[src/hw/rtl/saltag_pkg.sv]
`default_nettype none
// ----------------------------------------------------------------------------
// saltag_pkg
// Shared types, codes and defaults for the set-associative LRU tag store.
// ----------------------------------------------------------------------------
package saltag_pkg;

	localparam int DEF_MAX_SET_BITS = 6;
	localparam int DEF_MAX_WAYS     = 8;

	localparam int ADDR_W  = 64;
	localparam int STAMP_W = 64;
	localparam int COUNT_W = 32;
	localparam int CFG_AW  = 2;
	localparam int CFG_DW  = 6;

	localparam logic [CFG_AW-1:0] REG_SET_BITS    = 2'd0;
	localparam logic [CFG_AW-1:0] REG_WAYS_IN_USE = 2'd1;
	localparam logic [CFG_AW-1:0] REG_OFFSET_BITS = 2'd2;

	localparam logic [1:0] OUT_HIT   = 2'd0;
	localparam logic [1:0] OUT_FILL  = 2'd1;
	localparam logic [1:0] OUT_EVICT = 2'd2;

	typedef struct packed {
		logic [ADDR_W-1:0] addr;
		logic              mode;
	} access_t;

	typedef struct packed {
		logic [1:0]         outcome;
		logic               last;
		logic [COUNT_W-1:0] hits_so_far;
		logic [COUNT_W-1:0] misses_so_far;
		logic [COUNT_W-1:0] evictions_so_far;
	} result_t;

	typedef struct packed {
		logic               valid;
		logic [ADDR_W-1:0]  tag;
		logic [STAMP_W-1:0] stamp;
	} line_t;

	typedef struct packed {
		logic load;
		logic issue;
		logic lookup;
		logic scan;
		logic commit;
		logic last;
	} cmd_t;

	typedef struct packed {
		logic found;
		logic multi_way;
		logic scan_done;
	} status_t;

endpackage

`default_nettype wire

[src/hw/rtl/saltag_ctrl.sv]
`default_nettype none
// ----------------------------------------------------------------------------
// saltag_ctrl
// Sequencer: decode, row read, lookup, LRU scan and row write per access.
// ----------------------------------------------------------------------------
module saltag_ctrl import saltag_pkg::*; (
	input  wire logic    clk,
	input  wire logic    arst_n,
	input  wire logic    start,
	input  wire logic    mode,
	input  wire status_t status,
	output cmd_t         cmd,
	output logic         busy
);

	typedef enum logic [4:0] {
		S_IDLE   = 5'b00001,
		S_DECODE = 5'b00010,
		S_LOOKUP = 5'b00100,
		S_SCAN   = 5'b01000,
		S_COMMIT = 5'b10000
	} state_t;

	state_t state_q, state_d;
	logic   mode_q;
	logic   second_q;

	always_comb begin
		state_d = state_q;
		cmd     = '0;
		cmd.last = !mode_q || second_q;
		case (state_q)
			S_IDLE: begin
				if (start) begin
					cmd.load = 1'b1;
					state_d  = S_DECODE;
				end
			end
			S_DECODE: begin
				cmd.issue = 1'b1;
				state_d   = S_LOOKUP;
			end
			S_LOOKUP: begin
				cmd.lookup = 1'b1;
				if (status.found || !status.multi_way) begin
					state_d = S_COMMIT;
				end else begin
					state_d = S_SCAN;
				end
			end
			S_SCAN: begin
				cmd.scan = 1'b1;
				if (status.scan_done) begin
					state_d = S_COMMIT;
				end
			end
			S_COMMIT: begin
				cmd.commit = 1'b1;
				state_d    = cmd.last ? S_IDLE : S_DECODE;
			end
			default: begin
				state_d = S_IDLE;
			end
		endcase
	end

	always_ff @(posedge clk or negedge arst_n) begin
		if (!arst_n) begin
			state_q  <= S_IDLE;
			mode_q   <= 1'b0;
			second_q <= 1'b0;
		end else begin
			state_q <= state_d;
			if (cmd.load) begin
				mode_q   <= mode;
				second_q <= 1'b0;
			end else if (cmd.commit) begin
				second_q <= 1'b1;
			end
		end
	end

	assign busy = (state_q != S_IDLE);

endmodule

`default_nettype wire

[config.mk]
export PLATFORM = sky130hd
export DESIGN_NAME = saltag_ctrl
export DESIGN_NICKNAME = d
export VERILOG_FILES = /design/src/hw/rtl/saltag_pkg.sv /design/src/hw/rtl/saltag_ctrl.sv
export SDC_FILE = /design/constraint.sdc
export NUM_CORES = 1
export LEC_CHECK = 0
export BUFFER_PORTS_ARGS = -buffer_cell sky130_fd_sc_hd__clkbuf_2
export CAP_MARGIN = 20
export CORE_AREA = 2 2 39 41
export CTS_CLUSTER_DIAMETER = 80
export DETAILED_ROUTE_END_ITERATION = 6
export DIE_AREA = 0 0 41 43
export GPL_ROUTABILITY_DRIVEN = 1
export GPL_TIMING_DRIVEN = 0
export PLACE_DENSITY = 0.58
export RECOVER_POWER = 25
export SYNTH_ARGS = -nofsm -noshare
export SYNTH_HDL_FRONTEND = slang
export SYNTH_SLANG_ARGS = --single-unit
export TNS_END_PERCENT = 1
[constraint.sdc]
create_clock -name clk -period 2.16 [get_ports clk]
set_clock_uncertainty 0.2 [all_clocks]
set_input_delay 0.54 -clock clk [delete_from_list [all_inputs] [get_ports clk]]
set_output_delay 0.54 -clock clk [all_outputs]
set_load 0.005 [all_outputs]
---- Word-level counts from Yosys, hierarchy flattened ----
Index checks and enable logic that the tools add are counted.
storage, ports and cells
  output and inout port bits .............. 7
  flip-flop bits (word level) ............. 7
  word-level logic and storage cells ...... 30
operators by class
  reduce and logical (&&, ||, !) cells .... 6
  muxes and demuxes ....................... 13
  eq/ne operators ......................... 8
operators with widths
  cell                count
  $pmux 5 s5          1
  $mux 5              3
  $mux 1              8
  $eq 5x1->1 const B  1
  $eq 5x2->1 const B  1
  $eq 5x3->1 const B  1
  $eq 5x4->1 const B  1
  $eq 5x5->1 const B  1
  $ne 5x1->1 const B  1
  $ne 2x2->1 const B  2
  $logic_not 1->1     2
  $logic_or 1x1->1    2
  $mux 2              1
  $reduce_and 2->1    1
  $reduce_bool 2->1   1

---- Longest topological paths before layout ----
Gate-level depths: netlist of run 1.
  depth in word-level cells ............... 4
  gate-level depth with buffers ........... 4

---- Worst setup path after synthesis of run 1 ----
OpenSTA, ideal clock, no wires.
  path type ............................... register to output
  from .................................... reg state_q[0]
  to ...................................... out cmd[3] (netlist bit)
  data required time ...................... 1420 ps
  data arrival time ....................... 1104 ps
  path slack .............................. 316 ps
  cell stages (with the launch flop) ...... 4
  path through ............................ dfstp_2 buf_6 or4b_4 nor2_4
RTL lines
  element                 RTL line           RTL
  start, declared         saltag_ctrl.sv:24  state_t state_q, state_d;
  start signal, assigned  saltag_ctrl.sv:73  state_q <= state_d;
  end, declared           saltag_ctrl.sv:12  output cmd_t cmd,

==> metrics.txt, run 1 <==
outcome finished, violations left; failing checks negative setup slack; VDD IR max 347 uV; gr usage total 0.137; Cell variety after synth 25; Synth area leaders dfrtp_1 36%, dfstp_2 6.4%, buf_6 5.5%; Initial Util 0.298; die height 43 um; CP Launch Type register; Synth Flop Type dfrtp_1; Root Driver clkbuf_4; wire per inst 12.0 um; Worst Setup End Kind output port; worst slew pin tran 399 ps; drt first pass iters 1; leading cell types in the layout, fill and taps excluded 12 x clkbuf_2, 5 x dfrtp_1, 5 x buf_4, 4 x inv_1, 3 x clkbuf_4; vias per inst 4.96; Worst-Skew Late Latency 250 ps; Post-DRT Antenna Nets 0; GR Util met2 0.188; FF-to-FF End mode_q$_DFFE_PN0P_; # setup viols final 2; sequential share of power 0.377; Psw roughly 0.22 mW; ant diodes 0; Synth Area in Compound Gates 0.173; Ports 14; HPWL Detailed approximately 600 um; synthesized flop and latch total 7; utilization after layout 0.433; CTS tree built; Min Clock Period, post-route between 2000 and 2500 ps; Final Non-Filler Cells between 70 and 80; crit path kind register to output port; pin count of the biggest net entering global routing 11; Min-Delay Path Class register to register; Die Wd 41 um; synthesized netlist cell count 38; Pleak 0.294 nW; final hold vios 0; commonest non-fill, non-tap cell in the layout clkbuf_2; row count 14; dpl cells 67; Routed WL 915 um; fmax ~0.45 GHz; mux contribution to synthesized area 0.0273; Avg Cell Area, Syn 10.9 um2; first-pass GRT wire length 1550 um; Area Growth Syn to Fin 45.2%; synthesized area approximately 410 um2; adder and majority cell fraction of the synthesized area 0; final slew viol count 0; PnR worst setup slack -38.4 ps; crit path launch state_q[1]$_DFFE_PN0P_; Post-Syn Nets 45; TritonCTS Sinks 7; CP required roughly 1400 ps; Logic pwr share 0.419; synth warn 0; DR iter-0 viols 0; initial antenna violation count 0; Data arrival, critical path about 1500 ps; share of cells above drive strength 1 0.567; number of enable flip-flop cells after synthesis 0; Clk pwr share 0.203; Worst-path clk slew 50 ps; Int Pwr 0.375 mW; Core ar. 0.00138 mm2; Synth area leader dfrtp_1; post-synthesis simple-gate area fraction 0.264; total gr overflow 0; sw frac 0.366; R2R Setup Slk around 540 ps; die area ~0.0018 mm2; Period Utilization, post-route 1.02; # port buffers 13; Max-Cap Viols 0; htree depth 1; PD cells 988 mW/mm2; GR Util met3 0.105; main combinational cell family by area after synthesis simple AND/OR/NAND/NOR gates; Synth async-reset ratio 1.00; Worst Path Max Fanout 5; Worst setup endpoint cmd[3]; deepest clock path buffer count 2; GR peak layer met2; RSZ-0062 raised after global routing true; routability-driven placement congestion ratio 0.718; vias in the first global route 388; Seq/Total Area, Yosys 0.427; GR Util met1 0.154; routed vias 377; xor-xnor portion of the synthesized cell area 0; CTS Buf Count 3; Remaining DRCs 0; NumNets Final 68; Reg2Reg Launch Point state_q[4]$_DFFE_PN0P_; R2R depth 4; relative slew slack 0.734; Synth top area share 0.364
==> cells in the mapped netlist (2+ instances only) <==
master / number
inv_1: 4
dfrtp_1: 6
nand2_1: 2
buf_6: 2
nand2b_1: 2
nor4_1: 3
==> critical path: stages, from the launching register on <==
cell and delay, ps:
dfrtp_2 430, or4b_4 550, nor2_4 110, clkbuf_2 120
==> state kept, by name, summed over array words and instances, names as in the netlist <==
name      flops
second_q      1
mode_q        1
state_q       5
==> stage by stage <==
step / area [um2] / setup TNS (ps) / worst slack, ps / hold slack [ps] / total power, mW
after floorplan: 413 / 0 / 316 / 44.4 / 0.354
after CTS: 566 / -181 / -60.7 / 295 / 0.563
after global placement: 498 / 0 / 179 / 189 / 0.422
final: 599 / -65.1 / -38.4 / 289 / 0.592
after global routing: 599 / -273 / -110 / 321 / 0.644
after detailed placement: 498 / 0 / 164 / 192 / 0.427
==> metal layers <==
layer	vias up	share of wire
li1	183	-
met4	0	0.015
met5	-	0
met2	8	0.54
met1	184	0.37
met3	2	0.069
==> cells by family after synthesis <==
kind of cell | Yosys count
flip-flops | 7
multiplexers | 1
buffers and inverters | 7
AO/OA/AOI/OAI | 9
AND/OR/NAND/NOR | 14
==> final cells by class <==
cell class | instances | area, um2
Buffer | 2 | 22.5
Clock buffer | 4 | 26.3
Fill cell | 140 | 785
Inverter | 4 | 15.0
Multi-Input combinational cell | 24 | 226
Sequential cell | 7 | 178
Tap cell | 16 | 20.0
Timing Repair Buffer | 19 | 111
==> worst min path at each step <==
stage	start	endpoint	slack, ps	depth (start not counted)
2_1_floorplan	arst_n	mode_q$_DFFE_PN0P_	40	0
3_3_place_gp	arst_n	state_q[4]$_DFFE_PN0P_	190	1
3_5_place_dp	arst_n	state_q[4]$_DFFE_PN0P_	190	1
4_1_cts	mode_q$_DFFE_PN0P_	mode_q$_DFFE_PN0P_	290	1
5_1_grt	mode	mode_q$_DFFE_PN0P_	320	2
6_report	mode_q$_DFFE_PN0P_	mode_q$_DFFE_PN0P_	290	1
==> power groups by stage <==
stage                     registers (mW)  clock network (mW)  logic (mW)
after floorplan                    0.187                   0       0.166
after global placement             0.190                   0       0.232
after detailed placement           0.192                   0       0.235
after CTS                          0.213               0.127       0.223
after global routing               0.231               0.140       0.273
final                              0.223               0.120       0.248
==> what timing repair did <==
item / CTS / global route
resized for setup: 2 / 5
endpoints found under the setup margin: 4 / 5
setup buffers: 4 / 1
hold buffers: 1 / 0
endpoints found under the hold margin: 6 / 0
pin swaps: 2 / 2
Note: power is estimated with default switching activity, not from simulation.
==> inputs of run 2 (changes only) <==
==> constraint.sdc (replaced) <==
create_clock -name clk -period 2.6 [get_ports clk]
set_clock_uncertainty 0.2 [all_clocks]
set_input_delay 0.65 -clock clk [delete_from_list [all_inputs] [get_ports clk]]
set_output_delay 0.65 -clock clk [all_outputs]
set_load 0.005 [all_outputs]
==> metrics.txt, run 2 (same netlist as run 1, synthesis figures left out) <==
CP bufs+invs 1; Worst-Skew Late Latency around 250 ps; CP max stage cell dfrtp_1; CP Launch Type register; vias per inst ~4.7; Core ar. roughly 0.0014 mm2; Multi-input gate area 191 um2; Pleak 0.263 nW; post-CTS setup buffers 0; CTS tree built; utilization after layout 0.378; vias in the first global route 356; # port buffers 13; hold buffer count at cts 0; NumNets Final 63; worst slew pin tran 479 ps; Post-DRT Antenna Nets 0; fmax 0.423 GHz; row count 14; Worst-path clk slew 50 ps; crit-path leading delay family simple AND/OR/NAND/NOR gates; Worst Setup End Kind output port; FILL cells 149; DR iter-0 viols 1; CTS Buf Count 3; VDD IR max about 270 uV; initial antenna violation count 0; worst path cell trace or2_2 -> nor4b_2 -> clkbuf_2; commonest non-fill, non-tap cell in the layout clkbuf_2; Ports 14; pin count of the biggest net entering global routing 11; Root Driver clkbuf_4; drt first pass iters 2; deepest clock path buffer count 2; Min Clock Period, post-route 2370 ps; RSZ-0062 raised after global routing false; final slew viol count 0; routability-driven placement congestion ratio between 0.7 and 0.8; CP required 1750 ps; PD cells between 800 and 900 mW/mm2; Routed WL 808 um; ant diodes 0; Area Growth Syn to Fin 26.7%; leading cell types in the layout, fill and taps excluded 12 x clkbuf_2, 6 x dfrtp_1, 4 x inv_1, 3 x nor4_1, 3 x clkbuf_4; Min-Delay Path Class input port to async pin; DP Area 498 um2; die area ~0.0018 mm2; Max-Cap Viols 0; Remaining DRCs 0; Period Utilization, post-route 0.910; htree depth 1; Worst Path Max Fanout 5; Top reg by flops state_q; max reg flops 5; Worst path max stage delay 410 ps; die height 43 um; relative slew slack 0.678; gr usage total 0.128; Initial Util 0.298; largest registers state_q (5), mode_q (1), second_q (1); crit path kind register to output port; first-pass GRT wire length ~1400 um; post-route setup TNS 0 ps; routed vias 334; outcome completed; final hold vios 0; total gr overflow 0; Final Cell Area about 520 um2; HPWL Detailed 603 um; TritonCTS Sinks 7; post-CTS sizing 0; register area between 150 and 200 um2; # setup viols final 0; Data arrival, critical path 1520 ps; share of cells above drive strength 1 0.473; wire per inst 11.4 um; Die Wd approximately 40 um
-- run 2: changes by cell type in the layout (fill, tap and decap cells not counted), sizes merged --
cell and change:
buf -4, dlygate4sd3 -1
-- run 2: area by class of cell --
class / instances / area share
multi-input cells: 24 / 0.366
plain buffers: 3 / 0.0574
flip-flops and latches: 7 / 0.337
clock buffers: 4 / 0.0502
well taps: 16 / 0.0383
repair buffers: 13 / 0.122
inverters: 4 / 0.0287
-- run 2: worst register-to-register path: stages (launching register included) --
cell and delay, ps:
dfrtp_1 360, buf_4 160, nor4_2 300, nand3_1 190
mux2_1 340
-- run 2: per-layer routing --
layer	vias up	share of wire	global-route usage	wire length, um
met5	-	0	0	0
met1	153	0.42	0.141	337
met4	0	0.017	0.0600	14
met3	2	0.079	0.105	64
met2	8	0.48	0.172	391
li1	171	-	-	-
-- run 2: power by group --
group	switching (mW)	total, mW	internal, mW
Clock	0.0417	0.100	0.0587
Combinational	0.101	0.194	0.0934
Sequential	0.0160	0.157	0.141
Total	0.158	0.452	0.293
-- run 2: stage by stage --
step                      total power [mW]  cells  hold slack (ps)  worst slack, ps
final                                0.452     71             88.0              233
after global routing                 0.494     71              109              122
after CTS                            0.460     71             24.7              217
after detailed placement             0.355     67              283              494
after global placement               0.351     67              272              509
after floorplan                      0.294     38              154              646
-- run 2: final timing paths --
| kind | from | endpoint | slack [ps] | cells past startpoint |
|---|---|---|---|---|
| setup / recovery | state_q[3]$_DFFE_PN0P_ | cmd[1] | 230 | 3 |
| hold / removal | arst_n | state_q[4]$_DFFE_PN0P_ | 90 | 1 |
| setup reg to reg | state_q[2]$_DFFE_PN0P_ | mode_q$_DFFE_PN0P_ | 920 | 4 |
| hold reg to reg | mode_q$_DFFE_PN0P_ | mode_q$_DFFE_PN0P_ | 290 | 1 |
| max in group asynchronous | arst_n | state_q[0]$_DFFE_PN1P_ | 1790 | 1 |
| min in group clk | mode_q$_DFFE_PN0P_ | mode_q$_DFFE_PN0P_ | 290 | 1 |
